$ cat src/hdl/tqle_ram.sv
// Generic single-write, single-read RAM with registered read data.
module tqle_ram #(
  parameter int WIDTH = 32,
  parameter int DEPTH = 16
) (
  input  logic                     clk,
  input  logic                     we,
  input  logic [$clog2(DEPTH)-1:0] waddr,
  input  logic [WIDTH-1:0]         wdata,
  input  logic [$clog2(DEPTH)-1:0] raddr,
  output logic [WIDTH-1:0]         rdata
);

  logic [WIDTH-1:0] mem [DEPTH];

  // Write port and registered read port.
  always_ff @(posedge clk) begin
    if (we) begin
      mem[waddr] <= wdata;
    end
    rdata <= mem[raddr];
  end

endmodule

$ cat config.mk
export PLATFORM = sky130hd
export DESIGN_NAME = tqle_ram
export DESIGN_NICKNAME = d
export VERILOG_FILES = /design/src/hdl/tqle_ram.sv
export SDC_FILE = /design/constraint.sdc
export NUM_CORES = 1
export LEC_CHECK = 0
export BUFFER_PORTS_ARGS = -buffer_cell sky130_fd_sc_hd__buf_2
export CAP_MARGIN = 15
export CORE_AREA = 4 4 187 189
export DETAILED_ROUTE_END_ITERATION = 16
export DIE_AREA = 0 0 191 193
export GPL_TIMING_DRIVEN = 0
export PLACE_DENSITY = 0.77
export SYNTH_ARGS = -nofsm -noshare
export SYNTH_HDL_FRONTEND = slang
export SYNTH_SLANG_ARGS = --single-unit
export TNS_END_PERCENT = 20
$ cat constraint.sdc
create_clock -name clk -period 7.1 [get_ports clk]
set_clock_uncertainty 0.15 [all_clocks]
set_input_delay 0.355 -clock clk [delete_from_list [all_inputs] [get_ports clk]]
set_output_delay 0.355 -clock clk [all_outputs]
set_load 0.005 [all_outputs]
==> impl_metrics.py <==
metrics = {
    "yosys": {
        "ys_types": 18,
        "postSynthAreaPerCell_um2": 23.7,
        "synth.largest_area_cell": "edfxtp_1",
        "netlist_top_cells_area": "edfxtp_1 77%, mux4_2 15%, dfxtp_1 3.2%, a22oi_1 2.4%, nand2_1 0.62%",
        "synth_nets": 880,
        "synth_top_area_share_pct": 77.4,
        "yosys_warnings": 0,
        "ys_ff_latch": 544,
        "yosysSeqAreaShare_pct": 80.7,
        "syn_inst": 838,
        "netlist_area_mm2": 0.0199,
    },
    "cts": {
        "cts-root-buf": "clkbuf_16",
        "clkTransAtPathRegs_ps": 60,
        "postCtsSetupRepairBufs": 0,
        "clkLatencyLatePin_ps": 560,
        "cts_buffers": 52,
        "cts_buffer_depth": 3,
        "clock_sinks": 544,
        "h-tree-depth": 2,
        "cts_tree": "built",
    },
    "power": {
        "pwr-share-comb_pct": 5.0,
        "intPower_w": 0.00527,
        "switching_share_pct": 20.0,
        "share_seq_of_total_power_pct": 54.8,
        "p_clk_share_pct": 40.2,
        "total_power_w": 0.00659,
        "p_sw_w": 0.00131,
        "vdd_drop_max_mv": 0.234,
        "p_leak_nw": 7.47,
        "powerDensity_mw_per_mm2": 285,
    },
    "timing": {
        "slew_violations": 0,
        "hold_ws_ps": 20.7,
        "worst_pin_slew_ps": 949,
        "setup_viol": 0,
        "period_minus_slack_ps": 2050,
        "setup_tns_ps": 0,
        "max_freq_mhz": 488,
        "hold_viol_final": 0,
        "relSlewSlack_pct": 36.4,
        "rsz0062_at_grt": "no",
        "finalCritPeriodShare_pct": 28.9,
    },
    "grt": {
        "grt_pass1_vias": 10027,
        "antenna_found_initial": 2,
        "globalRouteOverflowTotal": 0,
        "grt_usage_pct": 23.8,
        "grt_max_degree": 24,
        "grt_pass1_wl_um": 63600,
    },
    "detailed_routing": {
        "firstDrtPassIters": 5,
        "viasPerCell": 6.40,
        "drcViolationCount": 0,
        "wl_per_cell_um": 28.4,
        "routed_wl_um": 42400,
        "vias": 9563,
        "ant_nets": 0,
        "drtIter0Drc": 1056,
    },
    "outcome": {
        "status": "complete, no violations",
    },
    "critical_path": {
        "cp_num_buf_inv": 3,
        "r2r_start": "mem[10][16]",
        "startpoint": "waddr[2]",
        "max_stage_delay_ps": 820,
        "critPathKind": "in -> reg",
        "cp-end-kind": "flop",
        "cp.arrival_ps": 2150,
        "cp_max_fo": 9,
        "crit_path_cell_trace": "buf_2 -> nand3b_1 -> nor3_2 -> buf_8 -> buf_4",
        "critPathTopFamily": "simple AND/OR/NAND/NOR gates",
        "worstPathRequired_ps": 7200,
        "critical_path.slowest_cell": "nor3_2",
        "cp-start-kind": "primary input",
    },
    "floorplanning": {
        "die_y_um": 193,
        "start_util_pct": 59.7,
        "dieArea_mm2": 0.0369,
        "die_x_um": 191,
        "num_rows": 67,
        "ios": 74,
        "core_region_area_mm2": 0.0333,
    },
    "placement": {
        "io_buffers": 71,
        "dp.cells": 1384,
        "gp_congestion": 0.718,
        "dp_hpwl_um": 25000,
    },
    "hold_path": {
        "hold_path.class": "in -> reg",
        "hp-start": "wdata[27]",
    },
    "cells_and_area": {
        "drive_above_1_share_pct": 31.5,
        "layout.cells.non_filler": 1494,
        "fin_nets": 1043,
        "area_growth_pct": 16.3,
    },
    "flow_run": {
        "maxCapViolations": 0,
    },
}
logic make-up after synthesis:
kind of cell | after synthesis | synth area share [%]
flip-flops | 544 | 80.7
AO/OA/AOI/OAI | 64 | 2.42
AND/OR/NAND/NOR | 59 | 1.27
buffers and inverters | 43 | 1.12
multiplexers | 128 | 14.5
cells in the mapped netlist:
| cell | instances |
|---|---|
| mux4_2 | 128 |
| a22oi_1 | 64 |
| buf_6 | 2 |
| buf_1 | 9 |
| dfxtp_1 | 32 |
| edfxtp_1 | 512 |
| nand3b_1 | 2 |
| nand2b_1 | 2 |
| nor2b_1 | 2 |
| or3b_2 | 1 |
| nor2_1 | 13 |
| nand2_1 | 33 |
| nor3_1 | 4 |
| clkbuf_1 | 17 |
| nand3_1 | 1 |
| buf_4 | 11 |
| and2_1 | 1 |
| buf_2 | 4 |
per-stage QoR:
stage                     utilization, %  area, um2  setup WS (ps)
after detailed placement            64.1      21300           4520
after global routing                69.4      23100           5000
after floorplan                        -      19900           3420
final                               69.4      23100           5050
after global placement              62.4      20800            806
after CTS                           69.4      23100           5080
flip-flops by register name, indices dropped and copies added, names as in the netlist:
register,flops
rdata,32
mem,512
cells in the final DEF, fill, tap and decap left out, drive strengths merged:
cell type / count
buf: 124
nor2b: 2
dfxtp: 32
clkinv: 13
diode: 2
nor2: 13
nand2b: 2
nand3: 1
edfxtp: 512
a22oi: 64
nor3: 4
dlygate4sd3: 11
and2: 1
inv: 1
nand3b: 2
or3b: 1
nand2: 33
mux4: 128
clkbuf: 98
bufinv: 2
worst register-to-register path, delay by kind of cell, from the launching register on:
family,cells,cell delay (ps)
flip-flops,1,410
multiplexers,1,520
AND/OR/NAND/NOR,1,150
AO/OA/AOI/OAI,1,230
power groups by stage:
stage               combinational [W]  clock [W]  sequential (W)
floorplan                    0.000172          0         0.00368
global route                 0.000358    0.00283         0.00361
finish                       0.000332    0.00265         0.00361
global placement             0.000303          0         0.00367
CTS                          0.000334    0.00268         0.00361
detailed placement           0.000324          0         0.00368
final timing paths:
kind / to / slack, ps / cells past startpoint
setup reg to reg: rdata[16] / 5480 / 3
hold reg to reg: rdata[26] / 530 / 3
hold / removal: mem[14][27] / 20 / 1
setup / recovery: mem[8][5] / 5050 / 5
final cells by class:
class	instances	area, um2
buffer	43	223
multi-input combinational	251	3730
sequential	544	16000
antenna	2	5.00
fill	1968	10200
clock inverter	16	135
timing repair buffer	109	905
clock buffer	81	1520
tap	448	561
repair_timing:
item | in CTS | in global routing
hold buffers | 11 | 0
gates resized for setup | 0 | 0
hold endpoints to repair | 102 | 0
per-layer routing:
| layer | global-route usage [%] | routed length, um |
|---|---|---|
| met4 | 7.29 | 1200 |
| met3 | 4.20 | 3630 |
| met1 | 33.8 | 16500 |
| met5 | 0 | 0 |
| met2 | 38.9 | 21200 |
No activity file was read; power rests on OpenSTA's default activity.
